### config.mk
export PLATFORM = sky130hd
export DESIGN_NAME = periodic_poll_timer_table
export DESIGN_NICKNAME = d
export VERILOG_FILES = /design/src/design/ppt_pkg.sv /design/src/design/ppt_step_unit.sv /design/src/design/periodic_poll_timer_table.sv
export SDC_FILE = /design/constraint.sdc
export NUM_CORES = 1
export LEC_CHECK = 0
export ABC_AREA = 0
export BUFFER_PORTS_ARGS = -buffer_cell sky130_fd_sc_hd__clkbuf_2
export CORE_UTILIZATION = 40
export DETAILED_ROUTE_END_ITERATION = 12
export PLACE_DENSITY = 0.52
export SYNTH_ARGS = -nofsm -noshare
export SYNTH_HDL_FRONTEND = slang
export SYNTH_SLANG_ARGS = --single-unit
### constraint.sdc
create_clock -name i_clk -period 8.7 [get_ports i_clk]
set_clock_uncertainty 0.2 [all_clocks]
set_input_delay 0 -clock i_clk [delete_from_list [all_inputs] [get_ports i_clk]]
set_output_delay 0 -clock i_clk [all_outputs]
set_load 0.05 [all_outputs]
### src/design/ppt_pkg.sv
// Shared types and constants of the periodic poll timer table.
package ppt_pkg;

    localparam int unsigned ELAPSED_W = 32;
    localparam int unsigned STEP_W    = 16;
    localparam int unsigned OWNER_W   = 8;

    localparam logic [STEP_W-1:0] TICK_STEP_RESET = 16'd100;

    localparam logic [1:0] REQ_REGISTER = 2'd0;
    localparam logic [1:0] REQ_TICK     = 2'd1;
    localparam logic [1:0] REQ_REMOVE   = 2'd2;

    localparam logic [1:0] STATUS_OK    = 2'd0;
    localparam logic [1:0] STATUS_FULL  = 2'd1;
    localparam logic [1:0] STATUS_INVAL = 2'd2;

    typedef struct packed {
        logic [1:0] status;
        logic [3:0] slot_index;
        logic       fired;
        logic [4:0] removed_count;
        logic       last;
    } t_result;

    typedef struct packed {
        logic                 fire;
        logic [ELAPSED_W-1:0] elapsed;
    } t_tick_res;

endpackage

### src/design/ppt_step_unit.sv
// Shared elapsed-count unit: saturating add of the tick step and compare to the interval.
module ppt_step_unit (
    input  logic [ppt_pkg::ELAPSED_W-1:0] i_elapsed,
    input  logic [ppt_pkg::ELAPSED_W-1:0] i_interval,
    input  logic [ppt_pkg::STEP_W-1:0]    i_step,
    output ppt_pkg::t_tick_res            o_res
);
    import ppt_pkg::*;

    logic [ELAPSED_W:0]   sum;
    logic [ELAPSED_W-1:0] sat;

    always_comb begin
        sum = {1'b0, i_elapsed} + {{(ELAPSED_W - STEP_W + 1){1'b0}}, i_step};
        sat = sum[ELAPSED_W] ? {ELAPSED_W{1'b1}} : sum[ELAPSED_W-1:0];
        o_res.fire    = (sat >= i_interval);
        o_res.elapsed = o_res.fire ? '0 : sat;
    end

endmodule

### src/design/periodic_poll_timer_table.sv
// Top level of the periodic poll timer table: sequencer, slot store and result register.
//
// Input stream: s_axis_tuser carries the request kind (register, tick, remove),
// s_axis_tdata carries interval, owner and handler flag. One request is taken at
// a time; s_axis_tready is high only while the sequencer is idle.
// Output stream: one item per result, tlast marks the final result of a request.
// A register or unknown request gives one result from the command state, which waits
// for a free output register; the sequencer then returns to idle for the next request.
// Tick and remove walk the registered slots through one slot store read port and
// one shared add/compare unit, with a read state and an execute state per slot, and
// end in a finish state that gives the final result of the request.
// A tick reports each fired slot in ascending order, or one empty result.
// The user writes the step added per tick via i_cfg_we / i_cfg_wdata while idle; not enforced.
// Reset (synchronous, active low) marks every slot inactive, clears the slot
// count and loads the tick step with 100; slot memories are not cleared.
// When the receiver stalls, the result is held in the output register and the
// walk pauses at the next result until the register drains; no result is lost.
module periodic_poll_timer_table #(
    parameter int unsigned NUM_SLOTS = 16
) (
    input  logic        i_clk,
    input  logic        i_rst_n,
    input  logic        i_cfg_we,
    input  logic [15:0] i_cfg_wdata,
    input  logic        s_axis_tvalid,
    output logic        s_axis_tready,
    input  logic [47:0] s_axis_tdata,   // period[31:0], owner_id[39:32], handler_present[40]
    input  logic [1:0]  s_axis_tuser,   // req_type[1:0]
    output logic        m_axis_tvalid,
    input  logic        m_axis_tready,
    output logic [15:0] m_axis_tdata,   // status[1:0], slot_index[5:2], fired[6], removed_count[11:7]
    output logic        m_axis_tlast
);
    import ppt_pkg::*;

    localparam int unsigned AW = (NUM_SLOTS > 1) ? $clog2(NUM_SLOTS) : 1;
    localparam int unsigned CW = $clog2(NUM_SLOTS + 1);

    localparam logic [2:0] ST_IDLE = 3'd0;
    localparam logic [2:0] ST_CMD  = 3'd1;
    localparam logic [2:0] ST_RD   = 3'd2;
    localparam logic [2:0] ST_EX   = 3'd3;
    localparam logic [2:0] ST_FIN  = 3'd4;

    logic [ELAPSED_W-1:0] mem_interval [NUM_SLOTS];
    logic [ELAPSED_W-1:0] mem_elapsed  [NUM_SLOTS];
    logic [OWNER_W-1:0]   mem_owner    [NUM_SLOTS];

    logic [2:0]           r_state, n_state;
    logic [1:0]           r_req;
    logic [ELAPSED_W-1:0] r_in_interval;
    logic [OWNER_W-1:0]   r_in_owner;
    logic                 r_in_handler;
    logic [STEP_W-1:0]    r_step;
    logic [NUM_SLOTS-1:0] r_active, n_active;
    logic [CW-1:0]        r_used, n_used;
    logic [CW-1:0]        r_idx, n_idx;
    logic [CW-1:0]        r_removed, n_removed;
    logic                 r_pend_v, n_pend_v;
    logic [AW-1:0]        r_pend_idx, n_pend_idx;
    logic                 r_ovalid;
    t_result              r_out;

    logic [ELAPSED_W-1:0] r_rd_interval;
    logic [ELAPSED_W-1:0] r_rd_elapsed;
    logic [OWNER_W-1:0]   r_rd_owner;

    logic                 wr_reg;
    logic                 wr_elapsed;
    logic [AW-1:0]        wr_addr;
    logic [ELAPSED_W-1:0] wr_elapsed_data;

    logic                 out_free;
    logic                 emit_v;
    t_result              emit;
    logic                 idx_last;
    logic                 cur_active;
    t_tick_res            tick_res;

    ppt_step_unit u_step (
        .i_elapsed  (r_rd_elapsed),
        .i_interval (r_rd_interval),
        .i_step     (r_step),
        .o_res      (tick_res)
    );

    assign out_free      = !r_ovalid || m_axis_tready;
    assign s_axis_tready = (r_state == ST_IDLE);
    assign idx_last      = (CW'(r_idx + 1'b1) == r_used);
    assign cur_active    = r_active[r_idx[AW-1:0]];

    always_comb begin
        n_state         = r_state;
        n_active        = r_active;
        n_used          = r_used;
        n_idx           = r_idx;
        n_removed       = r_removed;
        n_pend_v        = r_pend_v;
        n_pend_idx      = r_pend_idx;
        wr_reg          = 1'b0;
        wr_elapsed      = 1'b0;
        wr_addr         = r_idx[AW-1:0];
        wr_elapsed_data = tick_res.elapsed;
        emit_v          = 1'b0;
        emit            = '0;
        emit.last       = 1'b1;
        unique case (r_state)
            ST_IDLE: begin
                if (s_axis_tvalid) begin
                    n_state = ST_CMD;
                end
            end
            ST_CMD: begin
                n_idx     = '0;
                n_removed = '0;
                n_pend_v  = 1'b0;
                if (r_req == REQ_TICK || r_req == REQ_REMOVE) begin
                    n_state = (r_used == '0) ? ST_FIN : ST_RD;
                end else if (out_free) begin
                    emit_v  = 1'b1;
                    n_state = ST_IDLE;
                    if (r_req != REQ_REGISTER) begin
                        emit.status = STATUS_INVAL;
                    end else if (r_used >= CW'(NUM_SLOTS)) begin
                        emit.status = STATUS_FULL;
                    end else if (!r_in_handler || r_in_interval == '0) begin
                        emit.status = STATUS_INVAL;
                    end else begin
                        emit.status     = STATUS_OK;
                        emit.slot_index = 4'(r_used);
                        wr_reg          = 1'b1;
                        wr_addr         = r_used[AW-1:0];
                        n_active[r_used[AW-1:0]] = 1'b1;
                        n_used          = CW'(r_used + 1'b1);
                    end
                end
            end
            ST_RD: begin
                n_state = ST_EX;
            end
            ST_EX: begin
                if (r_req == REQ_TICK) begin
                    if (cur_active && tick_res.fire) begin
                        if (!r_pend_v || out_free) begin
                            emit_v          = r_pend_v;
                            emit.slot_index = 4'(r_pend_idx);
                            emit.fired      = 1'b1;
                            emit.last       = 1'b0;
                            n_pend_v        = 1'b1;
                            n_pend_idx      = r_idx[AW-1:0];
                            wr_elapsed      = 1'b1;
                            n_idx           = CW'(r_idx + 1'b1);
                            n_state         = idx_last ? ST_FIN : ST_RD;
                        end
                    end else begin
                        wr_elapsed = cur_active;
                        n_idx      = CW'(r_idx + 1'b1);
                        n_state    = idx_last ? ST_FIN : ST_RD;
                    end
                end else begin
                    if (r_rd_owner == r_in_owner) begin
                        if (cur_active) begin
                            n_removed = CW'(r_removed + 1'b1);
                        end
                        n_active[r_idx[AW-1:0]] = 1'b0;
                    end
                    n_idx   = CW'(r_idx + 1'b1);
                    n_state = idx_last ? ST_FIN : ST_RD;
                end
            end
            ST_FIN: begin
                if (out_free) begin
                    emit_v  = 1'b1;
                    n_state = ST_IDLE;
                    if (r_req == REQ_TICK) begin
                        emit.slot_index = r_pend_v ? 4'(r_pend_idx) : 4'd0;
                        emit.fired      = r_pend_v;
                    end else begin
                        emit.removed_count = 5'(r_removed);
                    end
                end
            end
            default: begin
                n_state = ST_IDLE;
            end
        endcase
    end

    always_ff @(posedge i_clk) begin
        if (!i_rst_n) begin
            r_state   <= ST_IDLE;
            r_active  <= '0;
            r_used    <= '0;
            r_idx     <= '0;
            r_removed <= '0;
            r_pend_v  <= 1'b0;
            r_step    <= TICK_STEP_RESET;
            r_ovalid  <= 1'b0;
        end else begin
            r_state   <= n_state;
            r_active  <= n_active;
            r_used    <= n_used;
            r_idx     <= n_idx;
            r_removed <= n_removed;
            r_pend_v  <= n_pend_v;
            if (i_cfg_we) begin
                r_step <= i_cfg_wdata;
            end
            if (emit_v) begin
                r_ovalid <= 1'b1;
            end else if (m_axis_tready) begin
                r_ovalid <= 1'b0;
            end
        end
    end

    always_ff @(posedge i_clk) begin
        r_pend_idx <= n_pend_idx;
        if (emit_v) begin
            r_out <= emit;
        end
        if (s_axis_tvalid && s_axis_tready) begin
            r_req         <= s_axis_tuser;
            r_in_interval <= s_axis_tdata[31:0];
            r_in_owner    <= s_axis_tdata[39:32];
            r_in_handler  <= s_axis_tdata[40];
        end
    end

    always_ff @(posedge i_clk) begin
        if (wr_reg) begin
            mem_interval[wr_addr] <= r_in_interval;
            mem_owner[wr_addr]    <= r_in_owner;
            mem_elapsed[wr_addr]  <= '0;
        end else if (wr_elapsed) begin
            mem_elapsed[wr_addr]  <= wr_elapsed_data;
        end
        r_rd_interval <= mem_interval[r_idx[AW-1:0]];
        r_rd_elapsed  <= mem_elapsed[r_idx[AW-1:0]];
        r_rd_owner    <= mem_owner[r_idx[AW-1:0]];
    end

    assign m_axis_tvalid = r_ovalid;
    assign m_axis_tlast  = r_out.last;
    assign m_axis_tdata  = {4'd0, r_out.removed_count, r_out.fired, r_out.slot_index,
                            r_out.status};

    a_one_request: assert property (@(posedge i_clk) disable iff (!i_rst_n)
        s_axis_tvalid && s_axis_tready |=> !s_axis_tready)
        else $error("request accepted while another is in progress");

    a_used_bound: assert property (@(posedge i_clk) disable iff (!i_rst_n)
        r_used <= CW'(NUM_SLOTS))
        else $error("slot count beyond table size");

    a_removed_bound: assert property (@(posedge i_clk) disable iff (!i_rst_n)
        r_removed <= r_used)
        else $error("removed count beyond registered slots");

    a_read_then_exec: assert property (@(posedge i_clk) disable iff (!i_rst_n)
        r_state == ST_RD |=> r_state == ST_EX)
        else $error("slot read not followed by execute");

    a_emit_free: assert property (@(posedge i_clk) disable iff (!i_rst_n)
        emit_v |-> out_free)
        else $error("result written over a pending result");

endmodule

==> results_dict.tcl <==
set metrics [dict create \
    synth_edf_count 1212 \
    min_path_type "in2reg" \
    yosys-top-cells-area "edfxtp_1, mux4_2, dfxtp_1" \
    ir_drop_mv 0.194 \
    slowest_delay_ns 0.87 \
    synth.mux.area_fraction_pct 16.2 \
    clk_pin_slew_worst_paths_ns 0.06 \
    report.final.slew_viol_count 0 \
    finalCriticalPeriod_ns 7.33 \
    grt_max_degree 107 \
    slew_headroom_pct 15.5 \
    crit_type "reg2reg" \
    place_ws_ns 1.31 \
    die_w_microns 362 \
    ios 90 \
    critPathMaxFanout 22 \
    cts.path.max_buffers 3 \
    syn_avg_cell_area_sq_um 20.8 \
    yosys.area_share.simple_pct 2.74 \
    synth_top_family_by_area "multiplexers" \
    yosys_warnings 0 \
    timing.critical_path.buf_inv 2 \
    maxCapViolCount 0 \
    p_leak_nw 19.4 \
    dp_hpwl_microns 65800 \
    reg2reg_to "mem_elapsed[5][6]" \
    coreArea_sq_um 128000 \
    crit_family "compound AO/OA/AOI/OAI gates" \
    max_freq_mhz 136 \
    place_congestion 0.820 \
    htreeDepth 4 \
    synthArstFlopShare_pct 0 \
    grt_pass1_vias 27000 \
    synth-compound-area-share_pct 2.70 \
    ff2ff_path_depth 19 \
    area.growth.synth_to_final_pct 17.1 \
    wl_per_cell_microns 26.7 \
    synth_seq_area_share_pct 74.9 \
    worstSetupStartpointType "flop" \
    finalSetupViolCount 0 \
    finalCritPeriodShare_pct 84.2 \
    fillers 10700 \
    cp-startpoint "r_step[0]" \
    post_cts_resize_count 0 \
    yosys_register_bits 1336 \
    worst_slack_ns 1.37 \
    netlist.area_leader.share_pct 70.1 \
    critPathCapture "mem_elapsed[5][6]" \
    p_per_area_nw_per_um2 218 \
    clockRootBuffer "clkbuf_16" \
    nets 2945 \
    rsz0062_at_grt "false" \
    cp.required_ns 8.96 \
    tritoncts "yes" \
    synthAdderAreaFrac_pct 1.48 \
    antenna_found_initial 1 \
    antenna_left 0 \
    clk_latency_ns 0.77 \
    die_area_sq_um 131000 \
    drt_iter0_drc 2461 \
    finalWirelength_microns 125000 \
    io_buffers 78 \
    gr-total-overflow 0 \
    dr.max_layer_used "met4" \
    synth_cell_type_count 69 \
    arrival_ns 7.58 \
    fin_hold_ws_ns 0.156 \
    vias 25600 \
    drive_gt1_share_pct 25.6 \
    die_h_microns 362 \
    dr.pass1.iters 5 \
    drt-vias-per-instance 5.49 \
    n_antenna_cell 0 \
    start_util_pct 40.5 \
    synth_area_sq_um 51900 \
    status "finished, final reports clean" \
    clock-sinks 1336 \
    wl_met2_microns 62200 \
    synth-main-ff-cell "edfxtp_1" \
    grt.total_usage_pct 19.3 \
    placed_cell_area_sq_um 54800 \
    final_cells 4660 \
    cp.depth 19 \
    endpoint_kind "flop" \
    m1WireLength_microns 54900 \
    yosysTopAreaCell "edfxtp_1" \
    cp_slowest_cell "a41oi_1" \
    grt_pass1_wl_microns 183000 \
    finalSetupTns_ns 0 \
    remaining_drc_errors 0 \
    synthCells 2492 \
    synth_xor_area_share_pct 0.590 \
    dr_wl_met3_microns 5400 \
    placed_cells 4240 \
    rrSetupSlack_ns 1.37 \
    numCtsBuffers 143 \
    post-route-cell-area_sq_um 60800 \
    cts_setup_buffers 0 \
    worst_slew_pin_slew_ns 1.27 \
    r2r-start "r_step[0]" \
    rows 131 \
    finalHoldViolations 0 \
    crit_path_cell_trace "ha_1 -> fa_1 -> a211oi_1 -> o21a_1 -> a211oi_1 -> or4b_2 -> nand3_1 -> buf_4 -> and2_1 -> a31oi_1 -> ha_1 -> nand4_1 -> nor4_1 -> o211ai_1 -> a31oi_1 -> o21ai_0 -> a41oi_1 -> nor2_4 -> buf_4" \
]
-- cells by family (layout without fill, tap and decap cells) --
group                    Yosys count  count (layout)
multiplexers                     386             386
adder cells (fa/ha/maj)           61              61
AND/OR/NAND/NOR                  282             282
buffers and inverters            181             617
XOR/XNOR                          35              35
AO/OA/AOI/OAI                    210             210
flip-flops                      1336            1336
other                              1               4
-- state kept, by name, summed over array words and instances (netlist names), 16 cells and up --
register,count
mem_elapsed,512
r_in_interval,32
r_step,16
mem_interval,512
mem_owner,128
r_rd_interval,32
r_active,16
r_rd_elapsed,32
-- through the flow --
step,total power (W),utilization [%]
finish,0.0132,47.5
global route,0.0136,47.5
CTS,0.0134,47.5
detailed placement,0.00749,42.7
global placement,0.00748,42.7
floorplan,0.00736,-
-- synth_stat cells, types with 21 or more instances --
library cell,n
dfxtp_1,124
buf_1,26
o21ai_0,27
nand2_1,79
ha_1,60
a21oi_1,70
edfxtp_1,1212
clkbuf_1,74
inv_1,62
nand3_1,24
nor2_1,60
mux2i_1,21
mux4_2,364
xor2_1,21
-- worst min path at each step --
| stage | startpoint | to | cells after the start |
|---|---|---|---|
| global route | m_axis_tready | r_state[2] | 6 |
| CTS | m_axis_tready | r_state[2] | 6 |
| finish | m_axis_tready | r_state[2] | 6 |
| global placement | s_axis_tdata[10] | r_in_interval[10] | 1 |
| floorplan | s_axis_tdata[40] | r_in_handler | 0 |
| detailed placement | s_axis_tdata[12] | r_in_interval[12] | 1 |
-- repair_timing --
item | CTS | global route
endpoints found under the hold margin | 150 | 0
setup endpoints to repair | 0 | 0
hold buffers | 157 | 0
-- final cells by class --
| class | count | area [sq um] | share of cell area (%) |
|---|---|---|---|
| Clock buffer | 198 | 3940 | 6.47 |
| Clock inverter | 65 | 548 | 0.901 |
| Inverter | 62 | 233 | 0.383 |
| Multi-Input combinational cell | 978 | 12600 | 20.7 |
| Sequential cell | 1336 | 38900 | 63.9 |
| Tap cell | 1729 | 2160 | 3.56 |
| Timing Repair Buffer | 292 | 2460 | 4.05 |
-- power by group --
group          internal, W  switching, W
combinational     0.000132      0.000189
sequential         0.00701     0.0000816
clock              0.00333       0.00249
-- worst reg2reg max path: stages (launching register included) --
cell      delay, ns
dfxtp_1        0.31
ha_1           0.23
fa_1           0.43
a211oi_1       0.37
o21a_1         0.24
a211oi_1       0.13
or4b_2         0.79
nand3_1        0.17
buf_4          0.28
and2_1         0.23
a31oi_1        0.16
ha_1           0.35
nand4_1        0.16
nor4_1         0.48
o211ai_1       0.16
a31oi_1        0.41
o21ai_0        0.33
a41oi_1        0.87
nor2_4         0.33
buf_4          0.40
-- metal layers --
metal / global-route usage, % / up-vias
met3: 3.03 / 147
met2: 32.1 / 641
met4: 4.89 / 0
li1: - / 11000
met5: 0 / -
met1: 26.6 / 13800
-- placed cells by master, fill, tap and decap left out, types with 14 or more instances in the layout --
cell type,n
xor2_1,21
xnor2_1,14
mux2i_1,21
clkbuf_16,145
nand2_1,79
clkinv_2,20
clkbuf_1,42
clkbuf_2,78
inv_1,62
dfxtp_1,120
dlygate4sd3_1,157
ha_1,60
o21ai_0,27
and2_1,16
nand4_1,17
nor2_4,20
edfxtp_1,1212
nor2_1,40
clkinv_1,22
buf_4,51
nand3_1,24
nor2b_1,19
mux4_2,364
a21oi_1,62
Power figures use the tool's default switching activity.
